--- src/rtl/fsbe_pkg.sv ---
// shared types and constants for the fixed string buffer editor
package fsbe_pkg;

	localparam int DEF_CAPACITY = 128;

	localparam logic [7:0] NOT_FOUND = 8'hFF;

	typedef enum logic [2:0] {
		OP_CLEAR_TEXT  = 3'd0,
		OP_APPEND_TEXT = 3'd1,
		OP_CLEAR_PAT   = 3'd2,
		OP_APPEND_PAT  = 3'd3,
		OP_INSERT      = 3'd4,
		OP_DELETE      = 3'd5,
		OP_SEARCH      = 3'd6,
		OP_READ        = 3'd7
	} op_t;

	typedef enum logic [2:0] {
		ST_IDLE,
		ST_EXEC,
		ST_INS_SHIFT,
		ST_INS_COPY,
		ST_DEL_SHIFT,
		ST_SRCH,
		ST_FINISH
	} state_t;

	// controller to datapath
	typedef struct packed {
		logic load_req;
		logic exec;
		logic ins_shift;
		logic ins_copy;
		logic del_shift;
		logic srch_step;
		logic finish;
	} cmd_t;

	// datapath to controller
	typedef struct packed {
		op_t  op;
		logic ins_ok;
		logic del_ok;
		logic srch_go;
		logic shift_more;
		logic copy_more;
		logic del_more;
		logic srch_hit;
		logic srch_end;
		logic out_free;
	} sts_t;

endpackage

--- src/rtl/fsbe_ctrl.sv ---
// sequencing state machine of the fixed string buffer editor
module fsbe_ctrl import fsbe_pkg::*; (
	input  logic clk,
	input  logic arst_n,
	input  logic in_valid,
	output logic in_stall,
	input  sts_t sts,
	output cmd_t cmd
);

	state_t state_q;
	state_t state_d;

	always_ff @(posedge clk or negedge arst_n) begin
		if (!arst_n) begin
			state_q <= ST_IDLE;
		end else begin
			state_q <= state_d;
		end
	end

	always_comb begin
		state_d = state_q;
		unique case (state_q)
			ST_IDLE: begin
				if (in_valid) state_d = ST_EXEC;
			end
			ST_EXEC: begin
				unique case (sts.op)
					OP_INSERT: state_d = sts.ins_ok ? ST_INS_SHIFT : ST_FINISH;
					OP_DELETE: state_d = sts.del_ok ? ST_DEL_SHIFT : ST_FINISH;
					OP_SEARCH: state_d = sts.srch_go ? ST_SRCH : ST_FINISH;
					default:   state_d = ST_FINISH;
				endcase
			end
			ST_INS_SHIFT: begin
				if (!sts.shift_more) state_d = ST_INS_COPY;
			end
			ST_INS_COPY: begin
				if (!sts.copy_more) state_d = ST_FINISH;
			end
			ST_DEL_SHIFT: begin
				if (!sts.del_more) state_d = ST_FINISH;
			end
			ST_SRCH: begin
				if (sts.srch_hit || sts.srch_end) state_d = ST_FINISH;
			end
			ST_FINISH: begin
				if (sts.out_free) state_d = ST_IDLE;
			end
			default: state_d = ST_IDLE;
		endcase
	end

	always_comb begin
		cmd = '0;
		in_stall = 1'b1;
		unique case (state_q)
			ST_IDLE: begin
				in_stall = 1'b0;
				cmd.load_req = in_valid;
			end
			ST_EXEC:      cmd.exec = 1'b1;
			ST_INS_SHIFT: cmd.ins_shift = 1'b1;
			ST_INS_COPY:  cmd.ins_copy = 1'b1;
			ST_DEL_SHIFT: cmd.del_shift = 1'b1;
			ST_SRCH:      cmd.srch_step = 1'b1;
			ST_FINISH:    cmd.finish = sts.out_free;
			default:      cmd = '0;
		endcase
	end

endmodule

--- src/rtl/fsbe_datapath.sv ---
// text and pattern memories, lengths, index counters and result register
module fsbe_datapath import fsbe_pkg::*; #(
	parameter int CAPACITY = DEF_CAPACITY
) (
	input  logic              clk,
	input  logic              arst_n,
	input  cmd_t              cmd,
	output sts_t              sts,
	input  logic [2:0]        operation,
	input  logic [7:0]        position,
	input  logic [7:0]        count,
	input  logic [7:0]        char_in,
	input  logic              out_stall,
	output logic              out_valid,
	output logic              ok,
	output logic signed [7:0] found_index,
	output logic [7:0]        length_now,
	output logic [7:0]        char_out
);

	localparam int LW = $clog2(CAPACITY + 1);
	localparam int AW = (CAPACITY > 1) ? $clog2(CAPACITY) : 1;
	localparam int XW = ((LW > 8) ? LW : 8) + 1;
	localparam logic [XW-1:0] CAP_X = XW'(CAPACITY);

	logic [7:0] text_mem [CAPACITY];
	logic [7:0] pat_mem [CAPACITY];

	op_t         op_q;
	logic [7:0]  pos_q;
	logic [7:0]  cnt_q;
	logic [7:0]  chr_q;
	logic [LW-1:0] tlen_q;
	logic [LW-1:0] plen_q;
	logic [LW-1:0] tlen_d;
	logic [LW-1:0] plen_d;
	logic [XW-1:0] idx_q;
	logic [XW-1:0] lim_q;
	logic [LW-1:0] sub_q;
	logic        res_ok_q;
	logic [7:0]  res_found_q;
	logic [7:0]  text_rd_q;
	logic [7:0]  pat_rd_q;
	logic        wr_pend_s1;
	logic [AW-1:0] wr_addr_s1;
	logic        wr_pat_s1;
	logic        out_valid_q;
	logic        out_ok_q;
	logic [7:0]  out_found_q;
	logic [7:0]  out_len_q;
	logic [7:0]  out_char_q;

	logic [XW-1:0] pos_x, cnt_x, tlen_x, plen_x, sub_x;
	logic [XW-1:0] sum_pp, sum_pc, sum_tp, new_len, del_len, next_s;
	logic          rd_ok, app_t_ok, app_p_ok;
	logic          match, last, fits;
	logic          ins_step, copy_step, del_step;
	logic          text_re, pat_re, text_we;
	logic [XW-1:0] text_ra, pat_ra;
	logic [AW-1:0] text_wa;
	logic [7:0]    text_wd;

	assign pos_x  = XW'(pos_q);
	assign cnt_x  = XW'(cnt_q);
	assign tlen_x = XW'(tlen_q);
	assign plen_x = XW'(plen_q);
	assign sub_x  = XW'(sub_q);
	assign sum_pp = pos_x + plen_x;
	assign sum_pc = pos_x + cnt_x;
	assign sum_tp = tlen_x + plen_x;
	assign new_len = (sum_tp > CAP_X) ? CAP_X : sum_tp;
	assign del_len = tlen_x - cnt_x;
	assign next_s  = idx_q + XW'(1);

	assign rd_ok    = pos_x < tlen_x;
	assign app_t_ok = tlen_x < CAP_X;
	assign app_p_ok = plen_x < CAP_X;

	// brute force compare of the pair fetched last cycle
	assign match = text_rd_q == pat_rd_q;
	assign last  = (sub_x + XW'(1)) == plen_x;
	assign fits  = (next_s + plen_x) <= tlen_x;

	always_comb begin
		sts            = '0;
		sts.op         = op_q;
		sts.ins_ok     = pos_x <= tlen_x;
		sts.del_ok     = sum_pc <= tlen_x;
		sts.srch_go    = (plen_q != '0) && (sum_pp <= tlen_x);
		sts.shift_more = idx_q > lim_q;
		sts.copy_more  = (sub_q < plen_q) && ((pos_x + sub_x) < CAP_X);
		sts.del_more   = idx_q < lim_q;
		sts.srch_hit   = match && last;
		sts.srch_end   = !match && !fits;
		sts.out_free   = !out_valid_q || !out_stall;
	end

	assign ins_step  = cmd.ins_shift && sts.shift_more;
	assign copy_step = cmd.ins_copy && sts.copy_more;
	assign del_step  = cmd.del_shift && sts.del_more;

	// read port selection
	always_comb begin
		text_re = 1'b0;
		pat_re  = 1'b0;
		text_ra = '0;
		pat_ra  = '0;
		if (cmd.exec) begin
			if (op_q == OP_READ) begin
				text_re = rd_ok;
				text_ra = pos_x;
			end else if (op_q == OP_SEARCH) begin
				text_re = sts.srch_go;
				pat_re  = sts.srch_go;
				text_ra = pos_x;
			end
		end else if (ins_step) begin
			text_re = 1'b1;
			text_ra = idx_q - XW'(1) - plen_x;
		end else if (copy_step) begin
			pat_re = 1'b1;
			pat_ra = sub_x;
		end else if (del_step) begin
			text_re = 1'b1;
			text_ra = idx_q;
		end else if (cmd.srch_step) begin
			if (match && !last) begin
				text_re = 1'b1;
				pat_re  = 1'b1;
				text_ra = idx_q + sub_x + XW'(1);
				pat_ra  = sub_x + XW'(1);
			end else if (!match && fits) begin
				text_re = 1'b1;
				pat_re  = 1'b1;
				text_ra = next_s;
			end
		end
	end

	// write port: a delayed move or an append
	assign text_we = wr_pend_s1 || (cmd.exec && op_q == OP_APPEND_TEXT && app_t_ok);
	assign text_wa = wr_pend_s1 ? wr_addr_s1 : tlen_q[AW-1:0];
	assign text_wd = wr_pend_s1 ? (wr_pat_s1 ? pat_rd_q : text_rd_q) : chr_q;

	always_ff @(posedge clk) begin
		if (text_we) text_mem[text_wa] <= text_wd;
		if (text_re) text_rd_q <= text_mem[text_ra[AW-1:0]];
	end

	always_ff @(posedge clk) begin
		if (cmd.exec && op_q == OP_APPEND_PAT && app_p_ok) pat_mem[plen_q[AW-1:0]] <= chr_q;
		if (pat_re) pat_rd_q <= pat_mem[pat_ra[AW-1:0]];
	end

	// length updates
	always_comb begin
		tlen_d = tlen_q;
		plen_d = plen_q;
		if (cmd.exec) begin
			unique case (op_q)
				OP_CLEAR_TEXT:  tlen_d = '0;
				OP_APPEND_TEXT: if (app_t_ok) tlen_d = tlen_q + LW'(1);
				OP_CLEAR_PAT:   plen_d = '0;
				OP_APPEND_PAT:  if (app_p_ok) plen_d = plen_q + LW'(1);
				OP_INSERT:      if (sts.ins_ok) tlen_d = new_len[LW-1:0];
				OP_DELETE:      if (sts.del_ok) tlen_d = del_len[LW-1:0];
				default:        tlen_d = tlen_q;
			endcase
		end
	end

	always_ff @(posedge clk or negedge arst_n) begin
		if (!arst_n) begin
			tlen_q      <= '0;
			plen_q      <= '0;
			wr_pend_s1  <= 1'b0;
			out_valid_q <= 1'b0;
		end else begin
			tlen_q     <= tlen_d;
			plen_q     <= plen_d;
			wr_pend_s1 <= ins_step || copy_step || del_step;
			if (cmd.finish) begin
				out_valid_q <= 1'b1;
			end else if (!out_stall) begin
				out_valid_q <= 1'b0;
			end
		end
	end

	always_ff @(posedge clk) begin
		if (cmd.load_req) begin
			op_q  <= op_t'(operation);
			pos_q <= position;
			cnt_q <= count;
			chr_q <= char_in;
		end
		if (cmd.exec) begin
			res_found_q <= NOT_FOUND;
			unique case (op_q)
				OP_APPEND_TEXT: res_ok_q <= app_t_ok;
				OP_APPEND_PAT:  res_ok_q <= app_p_ok;
				OP_INSERT: begin
					res_ok_q <= sts.ins_ok;
					idx_q    <= new_len;
					lim_q    <= sum_pp;
					sub_q    <= '0;
				end
				OP_DELETE: begin
					res_ok_q <= sts.del_ok;
					idx_q    <= sum_pc;
					lim_q    <= tlen_x;
				end
				OP_SEARCH: begin
					res_ok_q <= 1'b1;
					if (plen_q == '0) res_found_q <= '0;
					idx_q <= pos_x;
					sub_q <= '0;
				end
				OP_READ: res_ok_q <= rd_ok;
				default: res_ok_q <= 1'b1;
			endcase
		end
		if (ins_step) begin
			idx_q      <= idx_q - XW'(1);
			wr_addr_s1 <= AW'(idx_q - XW'(1));
			wr_pat_s1  <= 1'b0;
		end
		if (copy_step) begin
			sub_q      <= sub_q + LW'(1);
			wr_addr_s1 <= AW'(pos_x + sub_x);
			wr_pat_s1  <= 1'b1;
		end
		if (del_step) begin
			idx_q      <= next_s;
			wr_addr_s1 <= AW'(idx_q - cnt_x);
			wr_pat_s1  <= 1'b0;
		end
		if (cmd.srch_step) begin
			if (match && last) begin
				res_found_q <= idx_q[7:0];
			end else if (match) begin
				sub_q <= sub_q + LW'(1);
			end else if (fits) begin
				idx_q <= next_s;
				sub_q <= '0;
			end
		end
		if (cmd.finish) begin
			out_ok_q    <= res_ok_q;
			out_found_q <= res_found_q;
			out_len_q   <= tlen_x[7:0];
			out_char_q  <= (op_q == OP_READ && res_ok_q) ? text_rd_q : 8'd0;
		end
	end

	assign out_valid   = out_valid_q;
	assign ok          = out_ok_q;
	assign found_index = signed'(out_found_q);
	assign length_now  = out_len_q;
	assign char_out    = out_char_q;

endmodule

--- src/rtl/fixed_string_buffer_editor.sv ---
// top level of the fixed string buffer editor
// text and pattern buffers of CAPACITY bytes, each in a memory with one write and one
// registered read port; one request in flight at a time, its result held in an output
// register so the next request is taken while the result waits. insert moves the tail
// characters up and then copies in the pattern characters, delete moves the characters
// after the deleted span down; each moved character costs one cycle of the text read
// port. search makes one text/pattern byte compare per cycle in a brute force scan.
module fixed_string_buffer_editor import fsbe_pkg::*; #(
	parameter int CAPACITY = DEF_CAPACITY
) (
	input  logic              clk,
	input  logic              arst_n,
	// request channel
	input  logic              in_valid,
	output logic              in_stall,
	input  logic [2:0]        operation,
	input  logic [7:0]        position,
	input  logic [7:0]        count,
	input  logic [7:0]        char_in,
	// result channel
	output logic              out_valid,
	input  logic              out_stall,
	output logic              ok,
	output logic signed [7:0] found_index,
	output logic [7:0]        length_now,
	output logic [7:0]        char_out
);

	cmd_t cmd;
	sts_t sts;

	// state machine: accepts a request, runs the shift, copy or scan, then posts the result
	fsbe_ctrl u_ctrl (
		.clk      (clk),
		.arst_n   (arst_n),
		.in_valid (in_valid),
		.in_stall (in_stall),
		.sts      (sts),
		.cmd      (cmd)
	);

	// memories, lengths, counters and output register
	fsbe_datapath #(
		.CAPACITY (CAPACITY)
	) u_dp (
		.clk         (clk),
		.arst_n      (arst_n),
		.cmd         (cmd),
		.sts         (sts),
		.operation   (operation),
		.position    (position),
		.count       (count),
		.char_in     (char_in),
		.out_stall   (out_stall),
		.out_valid   (out_valid),
		.ok          (ok),
		.found_index (found_index),
		.length_now  (length_now),
		.char_out    (char_out)
	);

endmodule

--- config.mk ---
export PLATFORM = sky130hd
export DESIGN_NAME = fixed_string_buffer_editor
export DESIGN_NICKNAME = d
export VERILOG_FILES = /design/src/rtl/fsbe_pkg.sv /design/src/rtl/fsbe_ctrl.sv /design/src/rtl/fsbe_datapath.sv /design/src/rtl/fixed_string_buffer_editor.sv
export SDC_FILE = /design/constraint.sdc
export NUM_CORES = 2
export LEC_CHECK = 0
export ABC_CLOCK_PERIOD_IN_PS = 12800
export BUFFER_PORTS_ARGS = -buffer_cell sky130_fd_sc_hd__buf_2
export CAP_MARGIN = 15
export CORE_ASPECT_RATIO = 2
export CORE_MARGIN = 4
export CORE_UTILIZATION = 60
export CTS_BUF_LIST = sky130_fd_sc_hd__clkbuf_4
export DETAILED_ROUTE_END_ITERATION = 7
export GPL_TIMING_DRIVEN = 0
export HOLD_SLACK_MARGIN = 0.06
export PLACE_DENSITY = 0.79
export SLEW_MARGIN = 20
export SYNTH_ARGS = -nofsm -noshare
export SYNTH_HDL_FRONTEND = slang
export SYNTH_HIERARCHICAL = 1
export SYNTH_SLANG_ARGS = --single-unit
--- constraint.sdc ---
create_clock -name clk -period 12.8 [get_ports clk]
set_clock_uncertainty 0.15 [all_clocks]
set_input_delay 0.64 -clock clk [delete_from_list [all_inputs] [get_ports clk]]
set_output_delay 0.64 -clock clk [all_outputs]
set_load 0.02 [all_outputs]
==> results of run 1 <==
routing by layer:
metal  overflow  global-route usage (%)
met2         15                    88.1
met1          0                    53.8
met4         10                    72.0
met5          0                    1.13
met3          1                    25.4
metrics by stage:
| step | util [%] | cell area (µm²) | hold WS, ns |
|---|---|---|---|
| 2_1_floorplan | - | 95400 | 0.194 |
| 3_3_place_gp | 62.3 | 98300 | 0.273 |
| 3_5_place_dp | 64.1 | 101000 | 0.269 |
| 4_1_cts | 68.3 | 108000 | 0.255 |
cells by family after synthesis:
logic type	share of synthesized area, %
compound gates	13.6
xor+xnor	0.670
fa+ha+maj	1.75
buf+inv	2.64
flops	68.2
mux	3.87
simple gates	9.21
==> results.ini, run 1 <==
[clock_tree]
post_cts_buffers = 0
clk_path_buf_depth = 4
cts_buffers = 451
numClockSinks = 2180
cts_resized = 0
cts_hold_buf = 59
root_buffer = clkbuf_4
htreeDepth = 5

[placement]
portBuffers = 57
gp_congestion = 1.15
post-dp-hpwl_mm = 341
post-place-ws_ns = 3.30
place_inst = 9458

[global_routing]
grt_pass1_wl_mm = 667
grt_overflow_total = 26
grt_max_degree = 36
track_usage_pct = 58.6
grt_pass1_vias = 81400

[yosys]
synthCells = 7187
seq_area_frac_synth_pct = 68.2
async_reset_ff_share_pct = 0.963
yosysMostFrequentCell = edfxtp_1
netlist_top_cells_area = edfxtp_1, nand2_1, mux2i_1
synth-edff-count = 2133
ys.flop_type = edfxtp_1
synth_top_cells_by_count = edfxtp_1, nand2_1, nor2_1
synthesis.area_um2 = 95400
synth.top_cell.area_share_pct = 67.1
synth_cell_types = 105
synth_nets = 7346
yosysTopAreaCell = edfxtp_1
synth-seq-cells = 2180
avgSynthCellArea_um2 = 13.3
synth_warnings = 6

[floorplanning]
die_w_um = 290
die_h_um = 572
start_util_pct = 60.5
row_count = 206
ioPinCount = 58

[run_status]
stop_stage = global routing
status = stopped before the end
stop_error = [ERROR GRT-0116] Global routing finished with congestion. Check the congestion regions in the DRC Viewer.

==> inputs of run 2 (changes only) <==
- CORE_ASPECT_RATIO: 2 -> default
- CORE_UTILIZATION: 60 -> 40
- CTS_BUF_LIST: sky130_fd_sc_hd__clkbuf_4 -> default
- HOLD_SLACK_MARGIN: 0.06 -> default
- PLACE_DENSITY: 0.79 -> default
- PLACE_DENSITY_LB_ADDON: default -> 0.15
==> run 2 against run 1 <==
The flow now finishes without violations; area after synthesis stayed put; synthesized cell count stayed put.
==> results.ini, run 2 <==
[cells_and_area]
fin_util_pct = 46.5
mostFrequentLayoutCell = edfxtp_1
final_nets = 7803
drive_above_1_share_pct = 11.5
layout_common_cells = edfxtp_1, nand2_1, nor2_1
synthToLayoutAreaGrowth_pct = 15.9
design_area_um2 = 111000

[pwr]
p_seq_share_pct = 33.5
vdd_ir_drop_max_v = 0.000136
comb_power_share_pct = 41.1
switching_share_pct = 42.3
switchingPower_mw = 11.1
power.internal_mw = 15.1
power.leakage_nw = 35.9
power.share.clock_pct = 25.4
total_power_mw = 26.2
powerDensity_nw_per_um2 = 237

[global_routing]
grt_pass1_wl_mm = 554
grt_overflow_total = 0
antenna_found_initial = 29
grt_max_degree = 37
track_usage_pct = 32.6
grt_pass1_vias = 66600

[route]
ant_nets = 0
wl_met3_mm = 44.9
wl_met2_mm = 178
vias = 71100
wl_met1_mm = 160
avgRoutedWirePerCell_um = 37.4
wl_mm = 412
drc = 0
drt_pass1_iterations = 8
vias_per_cell = 6.44
drtIter0Drc = 10900
routed.top_layer = met5

[clock_tree]
cts_buffers = 231  ; was 451
clk_path_buf_depth = 3  ; was 4
post_cts_buffers = 0  ; unchanged
cts.clk_slew.worst_paths_ns = 0.06
numClockSinks = 2180  ; unchanged
insertion_delay_ns = 0.88
cts_hold_buf = 29  ; was 59
cts_resized = 0  ; unchanged
htreeDepth = 4  ; was 5
cts_tree = yes
root_buffer = clkbuf_16  ; was clkbuf_4

[floorplanning]
die_w_um = 496  ; was 290 µm
design.die.area_um2 = 246000
row_count = 179  ; was 206
ioPinCount = 58  ; unchanged
core_um2 = 238000
start_util_pct = 40.1  ; was 60.5%
die_h_um = 496  ; was 572 µm

[sta]
tightest_slew_ns = 1.45
rsz0062_at_grt = no
hold_viol_final = 0
drv_slew = 0
setup_viol = 0
fmax_mhz = 101
period_minus_slack_ns = 9.90
finalCritPeriodShare_pct = 77.4
slew_headroom_pct = 2.71

[worst_setup_path]
r2r_slack_ns = 2.90
crit_top_cell = a21oi_1
slowest_delay_ns = 1.02
path_max_fanout = 10
cp-end-kind = register
cpMaxStageDelayCell = o41ai_1
setup.worst_path.start_class = register
crit_type = reg -> reg
crit_arrival_ns = 10.39
cp.required_ns = 13.29

[yosys]
yosysTopAreaCell = edfxtp_1  ; unchanged
avgSynthCellArea_um2 = 13.3  ; unchanged
synth_top_cells_by_count = edfxtp_1, nand2_1, nor2_1  ; unchanged
synth_nets = 7346  ; unchanged
synth-edff-count = 2133  ; unchanged
async_reset_ff_share_pct = 0.963  ; unchanged
synthCells = 7187  ; unchanged
ys.flop_type = edfxtp_1  ; unchanged
synth.top_cell.area_share_pct = 67.1  ; unchanged
synth-seq-cells = 2180  ; unchanged
netlist_top_cells_area = edfxtp_1, nand2_1, mux2i_1  ; unchanged
seq_area_frac_synth_pct = 68.2  ; unchanged
synth_warnings = 6  ; unchanged
yosysMostFrequentCell = edfxtp_1  ; unchanged
synthesis.area_um2 = 95400  ; unchanged
synth_cell_types = 105  ; unchanged

[placement]
placedInstanceArea_um2 = 103000  ; was 101000 µm²
post-dp-hpwl_mm = 307  ; was 341 mm
gp_congestion = 1.05  ; was 1.15
portBuffers = 57  ; unchanged

[job]
drv_cap = 0

[hold_path]
hp-class = in -> reg

[run_status]
status = finished, final reports clean  ; was stopped before the end

==> run 2: cell counts after synthesis <==
No cell type changed its count.
==> run 2: through the flow <==
stage                     setup TNS, ns  instances  hold WS, ns  setup slack (ns)
after detailed placement              0      10500        0.279              3.28
after global routing                  0      11000        0.120              2.64
after floorplan                       0       7187        0.194              6.33
after CTS                             0      11000       0.0624              3.24
final                                 0      11000        0.120              2.90
after global placement         -1636.53      10400        0.274             -2.41
==> run 2: cell type report <==
class | instances | area [µm²]
Clock inverter | 147 | 1440
Fill cell | 21200 | 127000
Inverter | 95 | 357
Antenna cell | 16 | 40.0
Buffer | 509 | 2190
Sequential cell | 2180 | 65100
Clock buffer | 287 | 6060
Tap cell | 3167 | 3960
Timing Repair Buffer | 224 | 3110
Multi-Input combinational cell | 4403 | 28300
==> run 2: worst paths after layout <==
check,startpoint,depth (start not counted),end
setup / recovery,u_dp/idx_q[0]$_DFF_P_,26,u_dp/text_rd_q[1]$_DFFE_PP_
hold / removal,in_valid,4,u_ctrl/state_q[0]$_DFFE_PN0P_
setup reg to reg,u_dp/idx_q[0]$_DFF_P_,26,u_dp/text_rd_q[1]$_DFFE_PP_
hold reg to reg,u_dp/res_found_q[6]$_DFF_P_,0,u_dp/found_index[6]$_DFFE_PP_
max in group asynchronous,arst_n,2,u_ctrl/state_q[2]$_DFFE_PN0P_
min in group asynchronous,arst_n,2,u_dp/plen_q[5]$_DFFE_PN0P_
==> run 2: per-layer routing <==
layer  vias up  track usage [%]
met3      1042             8.11
met2      4738             48.7
met4         8             18.9
li1      29100                -
met1     36200             43.5
met5         -                0
==> run 2: critical path, delay by kind of cell, from the launching register on <==
family	cells	cell delay (ns)
AOI/OAI and AO/OA	15	4.37
xor gates and xnor gates	1	0.09
adders and majority gates	3	1.04
buffers and inverters	4	2.19
DFF	1	0.42
and+or+nand+nor	3	1.36
==> run 2: kinds of logic after synthesis <==
logic type,after synthesis,share of synthesized area [%]
AOI/OAI and AO/OA,1919,13.6
xor gates and xnor gates,73,0.670
adders and majority gates,128,1.75
buffers and inverters,604,2.64
DFF,2180,68.2
muxes,308,3.87
and+or+nand+nor,1975,9.21
==> run 2: power groups by stage <==
stage | Combinational (mW) | Clock (mW) | Sequential [mW]
after floorplan | 4.92 | 0 | 8.97
after global placement | 9.50 | 0 | 9.29
after detailed placement | 10.3 | 0 | 8.92
after CTS | 10.4 | 6.75 | 8.77
after global routing | 10.9 | 7.06 | 8.78
final | 10.8 | 6.65 | 8.77
Note: power is estimated with default switching activity, not from simulation.
